<file path="config.mk">
export PLATFORM = sky130hd
export DESIGN_NAME = utilization_ema_hysteresis_level
export DESIGN_NICKNAME = d
export VERILOG_FILES = /design/src/design/uehl_pkg.sv /design/src/design/uehl_front.sv /design/src/design/uehl_fifo.sv /design/src/design/uehl_back.sv /design/src/design/utilization_ema_hysteresis_level.sv
export SDC_FILE = /design/constraint.sdc
export NUM_CORES = 2
export LEC_CHECK = 0
export BUFFER_PORTS_ARGS = -buffer_cell sky130_fd_sc_hd__buf_4
export CAP_MARGIN = 20
export CELL_PAD_IN_SITES_DETAIL_PLACEMENT = 0
export CELL_PAD_IN_SITES_GLOBAL_PLACEMENT = 1
export CORE_ASPECT_RATIO = 0.75
export CORE_UTILIZATION = 54
export CTS_BUF_LIST = sky130_fd_sc_hd__clkbuf_8
export CTS_CLUSTER_DIAMETER = 60
export DETAILED_ROUTE_END_ITERATION = 10
export PLACE_DENSITY_LB_ADDON = 0.3
export SLEW_MARGIN = 10
export SYNTH_ARGS = -nofsm -noshare
export SYNTH_HDL_FRONTEND = slang
export SYNTH_SLANG_ARGS = --single-unit
export TNS_END_PERCENT = 1
</file>
<file path="constraint.sdc">
create_clock -name clock -period 13.5 [get_ports clock]
set_input_delay 0.675 -clock clock [delete_from_list [all_inputs] [get_ports clock]]
set_output_delay 0.675 -clock clock [all_outputs]
set_load 0.1 [all_outputs]
</file>
<file path="src/design/uehl_pkg.sv">
package uehl_pkg;

   localparam int THR_BITS     = 7;
   localparam int WGT_BITS     = 9;
   localparam int CSR_IDX_BITS = 3;
   localparam int PCT_SCALE    = 100;

   localparam logic [CSR_IDX_BITS-1:0] CSR_UP_TO_MID          = 3'd0;
   localparam logic [CSR_IDX_BITS-1:0] CSR_UP_TO_WARNING      = 3'd1;
   localparam logic [CSR_IDX_BITS-1:0] CSR_UP_TO_CRITICAL     = 3'd2;
   localparam logic [CSR_IDX_BITS-1:0] CSR_DOWN_FROM_CRITICAL = 3'd3;
   localparam logic [CSR_IDX_BITS-1:0] CSR_DOWN_FROM_WARNING  = 3'd4;
   localparam logic [CSR_IDX_BITS-1:0] CSR_DOWN_FROM_MID      = 3'd5;
   localparam logic [CSR_IDX_BITS-1:0] CSR_SMOOTHING_WEIGHT   = 3'd6;

   localparam logic [1:0] LVL_DEFAULT  = 2'd0;
   localparam logic [1:0] LVL_MID      = 2'd1;
   localparam logic [1:0] LVL_WARNING  = 2'd2;
   localparam logic [1:0] LVL_CRITICAL = 2'd3;

   typedef struct packed {
      logic [THR_BITS-1:0] up_to_mid;
      logic [THR_BITS-1:0] up_to_warning;
      logic [THR_BITS-1:0] up_to_critical;
      logic [THR_BITS-1:0] down_from_critical;
      logic [THR_BITS-1:0] down_from_warning;
      logic [THR_BITS-1:0] down_from_mid;
      logic [WGT_BITS-1:0] smoothing_weight;
   } cfg_type;

   localparam cfg_type CFG_RESET = '{
      up_to_mid:          7'd30,
      up_to_warning:      7'd65,
      up_to_critical:     7'd85,
      down_from_critical: 7'd75,
      down_from_warning:  7'd55,
      down_from_mid:      7'd20,
      smoothing_weight:   9'd64
   };

endpackage

</file>
<file path="src/design/uehl_front.sv">
module uehl_front #(
   parameter int COUNTER_BITS = 48
) (
   input  logic                       clock,
   input  logic                       reset,
   input  logic                       req_valid,
   output logic                       req_ready,
   input  logic [COUNTER_BITS-1:0]    req_user_ticks,
   input  logic [COUNTER_BITS-1:0]    req_nice_ticks,
   input  logic [COUNTER_BITS-1:0]    req_system_ticks,
   input  logic [COUNTER_BITS-1:0]    req_idle_ticks,
   input  logic [COUNTER_BITS-1:0]    req_iowait_ticks,
   input  logic [COUNTER_BITS-1:0]    req_irq_ticks,
   input  logic [COUNTER_BITS-1:0]    req_softirq_ticks,
   input  logic [COUNTER_BITS-1:0]    req_steal_ticks,
   input  logic                       req_force_report,
   output logic                       push,
   output logic [2*COUNTER_BITS+6:0]  push_data,
   input  logic                       full
);
   import uehl_pkg::*;

   localparam int TW = COUNTER_BITS + 3;
   localparam int IW = COUNTER_BITS + 1;

   logic          stg_vld_ff, stg_vld_in;
   logic          primed_ff, primed_in;
   logic [TW-1:0] tot_ff, prior_tot_ff, prior_tot_in;
   logic [IW-1:0] idl_ff, prior_idl_ff, prior_idl_in;
   logic          frc_ff;
   logic [TW-1:0] tot_sum;
   logic [IW-1:0] idl_sum;
   logic [TW-1:0] dt;
   logic [IW-1:0] di;
   logic [TW-1:0] di_wide;
   logic          idle_over;
   logic          keep;
   logic          drain;
   logic          accept;

   assign tot_sum = TW'(req_user_ticks) + TW'(req_nice_ticks) + TW'(req_system_ticks)
                  + TW'(req_idle_ticks) + TW'(req_iowait_ticks) + TW'(req_irq_ticks)
                  + TW'(req_softirq_ticks) + TW'(req_steal_ticks);
   assign idl_sum = IW'(req_idle_ticks) + IW'(req_iowait_ticks);

   // deltas wrap modulo the width of each sum
   assign dt        = tot_ff - prior_tot_ff;
   assign di        = idl_ff - prior_idl_ff;
   assign di_wide   = TW'(di);
   assign idle_over = di_wide > dt;
   assign keep      = primed_ff && (dt != '0);

   assign drain     = stg_vld_ff && (!keep || !full);
   assign push      = stg_vld_ff && keep && !full;
   assign push_data = {frc_ff, (idle_over ? '0 : dt - di_wide), dt};
   assign req_ready = !stg_vld_ff || drain;
   assign accept    = req_valid && req_ready;

   always_comb begin
      stg_vld_in   = stg_vld_ff;
      primed_in    = primed_ff;
      prior_tot_in = prior_tot_ff;
      prior_idl_in = prior_idl_ff;
      if (drain) begin
         stg_vld_in   = 1'b0;
         primed_in    = 1'b1;
         prior_tot_in = tot_ff;
         prior_idl_in = idl_ff;
      end
      if (accept) begin
         stg_vld_in = 1'b1;
      end
   end

   always_ff @(posedge clock) begin
      if (reset) begin
         stg_vld_ff   <= 1'b0;
         primed_ff    <= 1'b0;
         prior_tot_ff <= '0;
         prior_idl_ff <= '0;
      end else begin
         stg_vld_ff   <= stg_vld_in;
         primed_ff    <= primed_in;
         prior_tot_ff <= prior_tot_in;
         prior_idl_ff <= prior_idl_in;
      end
   end

   always_ff @(posedge clock) begin
      if (accept) begin
         tot_ff <= tot_sum;
         idl_ff <= idl_sum;
         frc_ff <= req_force_report;
      end
   end

endmodule

</file>
<file path="src/design/uehl_fifo.sv">
module uehl_fifo #(
   parameter int WIDTH = 103
) (
   input  logic             clock,
   input  logic             reset,
   input  logic             push,
   input  logic [WIDTH-1:0] push_data,
   output logic             full,
   input  logic             pop,
   output logic [WIDTH-1:0] pop_data,
   output logic             empty
);
   import uehl_pkg::*;

   logic [WIDTH-1:0] mem_ff [2];
   logic             wr_ptr_ff, wr_ptr_in;
   logic             rd_ptr_ff, rd_ptr_in;
   logic [1:0]       cnt_ff, cnt_in;

   assign full     = cnt_ff == 2'd2;
   assign empty    = cnt_ff == 2'd0;
   assign pop_data = mem_ff[rd_ptr_ff];

   always_comb begin
      wr_ptr_in = push ? !wr_ptr_ff : wr_ptr_ff;
      rd_ptr_in = pop ? !rd_ptr_ff : rd_ptr_ff;
      cnt_in    = cnt_ff + 2'(push) - 2'(pop);
   end

   always_ff @(posedge clock) begin
      if (reset) begin
         wr_ptr_ff <= 1'b0;
         rd_ptr_ff <= 1'b0;
         cnt_ff    <= 2'd0;
      end else begin
         wr_ptr_ff <= wr_ptr_in;
         rd_ptr_ff <= rd_ptr_in;
         cnt_ff    <= cnt_in;
      end
   end

   always_ff @(posedge clock) begin
      if (push) begin
         mem_ff[wr_ptr_ff] <= push_data;
      end
   end

endmodule

</file>
<file path="src/design/uehl_back.sv">
module uehl_back #(
   parameter int COUNTER_BITS = 48,
   parameter int FRAC_BITS    = 8
) (
   input  logic                       clock,
   input  logic                       reset,
   input  uehl_pkg::cfg_type          cfg,
   output logic                       pop,
   input  logic [2*COUNTER_BITS+6:0]  pop_data,
   input  logic                       empty,
   output logic                       rsp_valid,
   input  logic                       rsp_ready,
   output logic [FRAC_BITS+6:0]       rsp_smoothed_busy,
   output logic [1:0]                 rsp_load_level
);
   import uehl_pkg::*;

   localparam int TW = COUNTER_BITS + 3;
   localparam int QW = 7 + FRAC_BITS;
   localparam int PW = WGT_BITS + QW;
   localparam int SW = PW + 1;
   localparam int CW = $clog2(QW + 1);

   typedef enum logic [4:0] {
      ST_IDLE = 5'b00001,
      ST_DIV  = 5'b00010,
      ST_MUL  = 5'b00100,
      ST_AVG  = 5'b01000,
      ST_LVL  = 5'b10000
   } back_state_type;

   back_state_type state_ff, state_in;

   logic [TW-1:0]       d_ff, r_ff;
   logic [QW-1:0]       lo_ff, q_ff;
   logic [CW-1:0]       cnt_ff;
   logic                frc_ff;
   logic [PW-1:0]       p1_ff, p2_ff;
   logic                avg_valid_ff, avg_valid_in;
   logic [QW-1:0]       avg_ff, avg_in;
   logic [1:0]          level_ff, level_in;
   logic                rep_once_ff, rep_once_in;
   logic [1:0]          rep_level_ff, rep_level_in;
   logic                rsp_valid_ff, rsp_valid_in;
   logic [QW-1:0]       busy_out_ff;
   logic [1:0]          lvl_out_ff;

   logic [TW-1:0]       pop_d, pop_n;
   logic [TW+6:0]       n_wide, m;
   logic [TW:0]         r2;
   logic                ge;
   logic [TW:0]         r_sub;
   logic [WGT_BITS-1:0] w_eff, w_cmp;
   logic [SW-1:0]       ema_sum;
   logic [1:0]          level_nxt;
   logic                report;
   logic                out_free;
   logic                out_set;

   function automatic logic [QW-1:0] pct(input logic [THR_BITS-1:0] t);
      return {t, {FRAC_BITS{1'b0}}};
   endfunction

   function automatic logic [1:0] next_level(input logic [1:0] lvl, input logic [QW-1:0] a,
                                             input cfg_type c);
      logic [1:0] res;
      res = lvl;
      unique case (lvl)
         LVL_DEFAULT: begin
            if (a > pct(c.up_to_mid)) res = LVL_MID;
         end
         LVL_MID: begin
            if (a > pct(c.up_to_warning)) res = LVL_WARNING;
            else if (a < pct(c.down_from_mid)) res = LVL_DEFAULT;
         end
         LVL_WARNING: begin
            if (a > pct(c.up_to_critical)) res = LVL_CRITICAL;
            else if (a < pct(c.down_from_warning)) res = LVL_MID;
         end
         default: begin
            if (a < pct(c.down_from_critical)) res = LVL_WARNING;
         end
      endcase
      return res;
   endfunction

   assign pop    = (state_ff == ST_IDLE) && !empty;
   assign pop_d  = pop_data[TW-1:0];
   assign pop_n  = pop_data[2*TW-1:TW];

   // n*100 as shifts and adds; top bits seed the remainder, which stays below d
   assign n_wide = (TW+7)'(pop_n);
   assign m      = (n_wide << 6) + (n_wide << 5) + (n_wide << 2);

   // restoring divider, one quotient bit per cycle
   assign r2    = {r_ff, lo_ff[QW-1]};
   assign ge    = r2 >= {1'b0, d_ff};
   assign r_sub = r2 - {1'b0, d_ff};

   // weight 0 acts as 1, anything above 256 acts as 256
   always_comb begin
      w_eff = cfg.smoothing_weight;
      if (cfg.smoothing_weight == '0) begin
         w_eff = WGT_BITS'(1);
      end else if (cfg.smoothing_weight[WGT_BITS-1] && (cfg.smoothing_weight[WGT_BITS-2:0] != '0)) begin
         w_eff = WGT_BITS'(256);
      end
   end
   assign w_cmp = WGT_BITS'(256) - w_eff;

   assign ema_sum = SW'(p1_ff) + SW'(p2_ff) + SW'(128);

   assign level_nxt = next_level(level_ff, avg_ff, cfg);
   assign report    = frc_ff || !rep_once_ff || (level_nxt != rep_level_ff);
   assign out_free  = !rsp_valid_ff || rsp_ready;
   assign out_set   = (state_ff == ST_LVL) && report && out_free;

   always_comb begin
      state_in     = state_ff;
      avg_valid_in = avg_valid_ff;
      avg_in       = avg_ff;
      level_in     = level_ff;
      rep_once_in  = rep_once_ff;
      rep_level_in = rep_level_ff;
      unique case (state_ff)
         ST_IDLE: begin
            if (!empty) state_in = ST_DIV;
         end
         ST_DIV: begin
            if (cnt_ff == CW'(1)) state_in = ST_MUL;
         end
         ST_MUL: begin
            state_in = ST_AVG;
         end
         ST_AVG: begin
            avg_valid_in = 1'b1;
            avg_in       = avg_valid_ff ? ema_sum[QW+7:8] : q_ff;
            state_in     = ST_LVL;
         end
         ST_LVL: begin
            if (!report || out_free) begin
               level_in = level_nxt;
               state_in = ST_IDLE;
               if (report) begin
                  rep_once_in  = 1'b1;
                  rep_level_in = level_nxt;
               end
            end
         end
         default: begin
            state_in = ST_IDLE;
         end
      endcase
   end

   always_comb begin
      rsp_valid_in = rsp_valid_ff;
      if (rsp_ready) rsp_valid_in = 1'b0;
      if (out_set) rsp_valid_in = 1'b1;
   end

   always_ff @(posedge clock) begin
      if (reset) begin
         state_ff     <= ST_IDLE;
         avg_valid_ff <= 1'b0;
         avg_ff       <= '0;
         level_ff     <= LVL_DEFAULT;
         rep_once_ff  <= 1'b0;
         rep_level_ff <= LVL_DEFAULT;
         rsp_valid_ff <= 1'b0;
         cnt_ff       <= '0;
      end else begin
         state_ff     <= state_in;
         avg_valid_ff <= avg_valid_in;
         avg_ff       <= avg_in;
         level_ff     <= level_in;
         rep_once_ff  <= rep_once_in;
         rep_level_ff <= rep_level_in;
         rsp_valid_ff <= rsp_valid_in;
         if (pop) begin
            cnt_ff <= CW'(QW);
         end else if (state_ff == ST_DIV) begin
            cnt_ff <= cnt_ff - CW'(1);
         end
      end
   end

   always_ff @(posedge clock) begin
      if (pop) begin
         d_ff   <= pop_d;
         r_ff   <= m[TW+6:7];
         lo_ff  <= {m[6:0], {FRAC_BITS{1'b0}}};
         q_ff   <= '0;
         frc_ff <= pop_data[2*TW];
      end else if (state_ff == ST_DIV) begin
         r_ff  <= ge ? r_sub[TW-1:0] : r2[TW-1:0];
         lo_ff <= {lo_ff[QW-2:0], 1'b0};
         q_ff  <= {q_ff[QW-2:0], ge};
      end
      if (state_ff == ST_MUL) begin
         p1_ff <= PW'(w_eff) * PW'(q_ff);
         p2_ff <= PW'(w_cmp) * PW'(avg_ff);
      end
      if (out_set) begin
         busy_out_ff <= avg_ff;
         lvl_out_ff  <= level_nxt;
      end
   end

   assign rsp_valid         = rsp_valid_ff;
   assign rsp_smoothed_busy = busy_out_ff;
   assign rsp_load_level    = lvl_out_ff;

endmodule

</file>
<file path="src/design/utilization_ema_hysteresis_level.sv">
// CPU utilization monitor: each sample of eight cumulative tick counters gives a busy
// percent (FRAC_BITS fraction bits) from the deltas against the previous sample, smoothed
// by an EMA and classified into four load levels with hysteresis. The first sample only
// primes the block and a sample with no elapsed ticks gives no result; otherwise a result
// appears on the first valid sample, on a level change, or when force_report is set. The
// front registers the sums of a sample, then forms its deltas against the previous sample
// and hands them to the back through a two-entry queue. The back takes one sample at a
// time through divide, multiply, average and level states; its restoring divider yields
// one quotient bit per cycle; a finished result sits in an output register while further samples flow in.
// Registers are written through the csr_ port (index 0..6, other indexes ignored).
module utilization_ema_hysteresis_level #(
   parameter int COUNTER_BITS = 48,
   parameter int FRAC_BITS    = 8
) (
   input  logic                                 clock,
   input  logic                                 reset,
   input  logic                                 csr_valid,
   output logic                                 csr_ready,
   input  logic [uehl_pkg::CSR_IDX_BITS-1:0]    csr_index,
   input  logic [uehl_pkg::WGT_BITS-1:0]        csr_data,
   input  logic                                 req_valid,
   output logic                                 req_ready,
   input  logic [COUNTER_BITS-1:0]              req_user_ticks,
   input  logic [COUNTER_BITS-1:0]              req_nice_ticks,
   input  logic [COUNTER_BITS-1:0]              req_system_ticks,
   input  logic [COUNTER_BITS-1:0]              req_idle_ticks,
   input  logic [COUNTER_BITS-1:0]              req_iowait_ticks,
   input  logic [COUNTER_BITS-1:0]              req_irq_ticks,
   input  logic [COUNTER_BITS-1:0]              req_softirq_ticks,
   input  logic [COUNTER_BITS-1:0]              req_steal_ticks,
   input  logic                                 req_force_report,
   output logic                                 rsp_valid,
   input  logic                                 rsp_ready,
   output logic [FRAC_BITS+6:0]                 rsp_smoothed_busy,
   output logic [1:0]                           rsp_load_level
);
   import uehl_pkg::*;

   localparam int QUEUE_W = 2 * (COUNTER_BITS + 3) + 1;

   cfg_type              cfg_ff, cfg_in;
   logic                 q_push, q_full, q_pop, q_empty;
   logic [QUEUE_W-1:0]   q_wdata, q_rdata;

   assign csr_ready = 1'b1;

   always_comb begin
      cfg_in = cfg_ff;
      if (csr_valid && csr_ready) begin
         case (csr_index)
            CSR_UP_TO_MID:          cfg_in.up_to_mid          = csr_data[THR_BITS-1:0];
            CSR_UP_TO_WARNING:      cfg_in.up_to_warning      = csr_data[THR_BITS-1:0];
            CSR_UP_TO_CRITICAL:     cfg_in.up_to_critical     = csr_data[THR_BITS-1:0];
            CSR_DOWN_FROM_CRITICAL: cfg_in.down_from_critical = csr_data[THR_BITS-1:0];
            CSR_DOWN_FROM_WARNING:  cfg_in.down_from_warning  = csr_data[THR_BITS-1:0];
            CSR_DOWN_FROM_MID:      cfg_in.down_from_mid      = csr_data[THR_BITS-1:0];
            CSR_SMOOTHING_WEIGHT:   cfg_in.smoothing_weight   = csr_data;
            default:                cfg_in = cfg_ff;
         endcase
      end
   end

   always_ff @(posedge clock) begin
      if (reset) begin
         cfg_ff <= CFG_RESET;
      end else begin
         cfg_ff <= cfg_in;
      end
   end

   uehl_front #(
      .COUNTER_BITS(COUNTER_BITS)
   ) u_front (
      .clock             (clock),
      .reset             (reset),
      .req_valid         (req_valid),
      .req_ready         (req_ready),
      .req_user_ticks    (req_user_ticks),
      .req_nice_ticks    (req_nice_ticks),
      .req_system_ticks  (req_system_ticks),
      .req_idle_ticks    (req_idle_ticks),
      .req_iowait_ticks  (req_iowait_ticks),
      .req_irq_ticks     (req_irq_ticks),
      .req_softirq_ticks (req_softirq_ticks),
      .req_steal_ticks   (req_steal_ticks),
      .req_force_report  (req_force_report),
      .push              (q_push),
      .push_data         (q_wdata),
      .full              (q_full)
   );

   uehl_fifo #(
      .WIDTH(QUEUE_W)
   ) u_fifo (
      .clock     (clock),
      .reset     (reset),
      .push      (q_push),
      .push_data (q_wdata),
      .full      (q_full),
      .pop       (q_pop),
      .pop_data  (q_rdata),
      .empty     (q_empty)
   );

   uehl_back #(
      .COUNTER_BITS(COUNTER_BITS),
      .FRAC_BITS   (FRAC_BITS)
   ) u_back (
      .clock             (clock),
      .reset             (reset),
      .cfg               (cfg_ff),
      .pop               (q_pop),
      .pop_data          (q_rdata),
      .empty             (q_empty),
      .rsp_valid         (rsp_valid),
      .rsp_ready         (rsp_ready),
      .rsp_smoothed_busy (rsp_smoothed_busy),
      .rsp_load_level    (rsp_load_level)
   );

   a_busy_in_range: assert property (@(posedge clock) disable iff (reset)
      rsp_valid |-> (rsp_smoothed_busy <= {7'(PCT_SCALE), {FRAC_BITS{1'b0}}}))
      else $error("smoothed busy above one hundred percent");

   a_no_push_full: assert property (@(posedge clock) disable iff (reset)
      q_push |-> !q_full)
      else $error("queue written while full");

   a_no_pop_empty: assert property (@(posedge clock) disable iff (reset)
      q_pop |-> !q_empty)
      else $error("queue read while empty");

endmodule

</file>
==> metrics <==
sequential fraction of the synthesis area 29.5%; Synth warnings 0; # placed instances about 8400; Row Count approximately 110; clk root buf clkbuf_8; Yosys top cell area share a little under a quarter; Slew @ Worst Pin roughly 1.1 ns; Fillers approximately 10000; critical path type flip-flop to flip-flop; CTS max path bufs 3; # nets final approximately 8400; post-synthesis instance area roughly 62000 µm²; Sequential cell area roughly 18000 µm²; status finished, final reports clean; DRC Markers 0; RSZ-0062 raised after global routing false; 1st-pass router iterations 5; Die Area around 120000 µm²; grt total ovfl 0; number of synthesized flops with an enable pin ~480; crit path DAT 8.81 ns; critical register-to-register path startpoint cfg_ff[1]$_SDFFE_PP0P_; routed length per instance between 15 and 20 µm; Setup crit start cfg_ff[1]$_SDFFE_PP0P_; Layout area overhead 10.9%; synthesized area per cell approximately 9.5 µm²; ys async rst share 0%; Chip Height about 300 µm; Critical Path Max Stage Delay approximately 0.76 ns; synth unique cells 99; Max FO, Critical Path 15; # Post-CTS Setup Buffers 0; vias per cell between 5 and 6; Synth area leader edfxtp_1; CTS resizes 0; initial antenna violation count 9; Starting Density a little over half; Worst VDD drop approximately 0.00016 V; crit path time final between 8 and 9 ns; commonest register cell after synthesis edfxtp_1; # hold bufs at CTS 0; vias in the first global route about 47000; Worst path slowest cell xnor2_2; first-pass GRT wire length ~260 mm; final hold vios 0; Total GRT Usage ~28%; Worst Skew around 0.044 ns; Slew HR roughly a quarter; Fin Setup TNS 0 ns; Synth area leaders edfxtp_1 23%, fa_1 15%, ha_1 11%; pwr/cell area between 200 and 300 nW/µm²; clk slew on worst S/H paths around 0.060 ns; starting DRC count in detailed routing 3416; MaxCap Viol Count 0; Hold/Removal Path Class input pin to flip-flop; CP dominant cell by count inv_1; die width ~390 µm; CTS sink count about 680; fraction of layout cells with a size suffix above 1 around 11%; final antenna-violating net count 0; hold_sp req_force_report; final worst-path cycle share roughly 61%; Leak roughly 32 nW; area of the core between 100000 and 150000 µm²; FF+latch count, synth 682; # H-tree levels 3; Max Slew Vio Count 0; largest net degree at the start of global routing approximately 130; Mapped Cells about 6600; Crit. End Element flip-flop; footprint of the multi-input gates around 40000 µm²; crit path launch type flip-flop; Fin Hold WS between 0.08 and 0.09 ns; latest clock arrival within the worst-skew pair between 0.7 and 0.8 ns; Detailed Route WL roughly 170 mm; final setup fails 0; fin cells 8572; Inserted Clock Buffers 113; hpwl dp between 100 and 150 mm; GP Congestion 0.960; CTS tree yes; via count 48025; I/O pin cnt around 420; Req. time, crit path ~14 ns; quantity of I/O buffers inserted on ports 420; fmax ~120 MHz; Post-Syn Nets roughly 8000
-- worst max-delay path: cells and delay by family, from the launching register on --
family                   cells  cell delay, ns
AO/OA/AOI/OAI               11            2.71
XOR/XNOR                     2            0.91
adder cells (fa/ha/maj)      6            2.40
buffers and inverters        4            0.24
flip-flops                   1            0.33
AND/OR/NAND/NOR              6            1.43
-- layout make-up --
cell class | instances | share of cell area [%]
Antenna cell | 4 | 0.0144
Multi-Input combinational cell | 4759 | 57.3
Clock inverter | 89 | 0.863
Tap cell | 1526 | 2.75
Inverter | 931 | 5.04
Clock buffer | 124 | 2.46
Sequential cell | 682 | 26.6
Timing Repair Buffer | 457 | 4.95
-- flip-flops by register name, summed over array words and instances, names as in the netlist, 5 cells and up, named ones only --
signal and count:
cfg_ff 51, u_back.avg_ff 15, u_back.d_ff 51, u_back.lo_ff 5, u_back.p1_ff 23, u_back.p2_ff 23, u_back.q_ff 15, u_back.r_ff 51
u_back.rsp_smoothed_busy 15, u_back.state_ff 5, u_fifo.mem_ff 206, u_front.idl_ff 49, u_front.prior_idl_ff 49, u_front.prior_tot_ff 51, u_front.tot_ff 51
-- cells in the final DEF, fill, tap and decap left out, drive strengths merged, types with 214 or more instances in the layout --
cell,instances
edfxtp,478
xnor2,240
a21oi,425
nand2,504
ha,573
a21o,214
o21ai,272
buf,457
fa,474
nor2,487
inv,972
-- metrics by stage --
| stage | instance area (µm²) | setup WS (ns) | power, mW | util [%] |
|---|---|---|---|---|
| 2_1_floorplan | 62500 | 4.99 | 13.9 | - |
| 3_3_place_gp | 67000 | 4.79 | 17.0 | 58.7 |
| 3_5_place_dp | 67000 | 4.77 | 17.2 | 58.7 |
| 4_1_cts | 69300 | 5.38 | 19.1 | 60.7 |
| 5_1_grt | 69300 | 4.68 | 20.9 | 60.7 |
| 6_report | 69300 | 5.21 | 19.3 | 60.7 |
-- where the power goes --
| part | total, mW | internal [mW] | switching (mW) | leakage (nW) |
|---|---|---|---|---|
| combinational | 13.6 | 5.43 | 8.16 | 24.4 |
| sequential | 3.82 | 3.59 | 0.235 | 6.12 |
| clock | 1.84 | 0.970 | 0.871 | 1.30 |
-- Yosys cell counts, drive strengths merged (12+ instances only) --
| cell | instances |
|---|---|
| nand3 | 94 |
| a31o | 13 |
| o31a | 14 |
| or3 | 27 |
| mux2i | 153 |
| or4 | 12 |
| fa | 474 |
| mux2 | 106 |
| xnor2 | 240 |
| nor2b | 76 |
| o21bai | 44 |
| or2 | 17 |
| dfxtp | 204 |
| nor4 | 25 |
| and4 | 12 |
| buf | 47 |
| nand3b | 19 |
| ha | 573 |
| and3 | 44 |
| o211ai | 37 |
| nand4 | 40 |
| a211oi | 52 |
| o41ai | 12 |
| a21oi | 425 |
| xor2 | 151 |
| o2111ai | 15 |
| edfxtp | 478 |
| a31oi | 50 |
| o21ai | 272 |
| o21a | 100 |
| and2 | 112 |
| inv | 931 |
| nor2 | 487 |
| o31ai | 23 |
| nand2 | 504 |
| a211o | 17 |
| clkbuf | 126 |
| nor3 | 89 |
| a21o | 214 |
| a21boi | 17 |
| nand2b | 65 |
-- logic make-up after synthesis --
logic type      after synthesis  synth area share [%]
other cells                   1               0.00600
mux                         259                  4.36
fa+ha+maj                  1047                  26.7
buf+inv                    1112                  7.00
xor+xnor                    391                  5.48
simple gates               1653                  12.5
compound gates             1408                  14.5
flops                       682                  29.5
-- per-layer routing --
metal	up-vias	GRT usage [%]	wire [µm]
li1	23270	-	-
met1	22986	43.7	82800
met2	1559	40.3	66900
met3	206	3.85	11500
met4	4	7.93	4530
met5	-	0	21
-- worst paths after layout --
check,endpoint,slack (ns),cells after the start
hold reg to reg,u_back.rep_once_ff$_SDFFE_PP0P_,0.45,2
hold / removal,u_front.frc_ff$_DFFE_PP_,0.08,1
setup / recovery,u_back.p2_ff[21]$_DFFE_PN_,5.21,29
setup reg to reg,u_back.p2_ff[21]$_DFFE_PN_,5.21,29
Note: power is estimated with default switching activity, not from simulation.
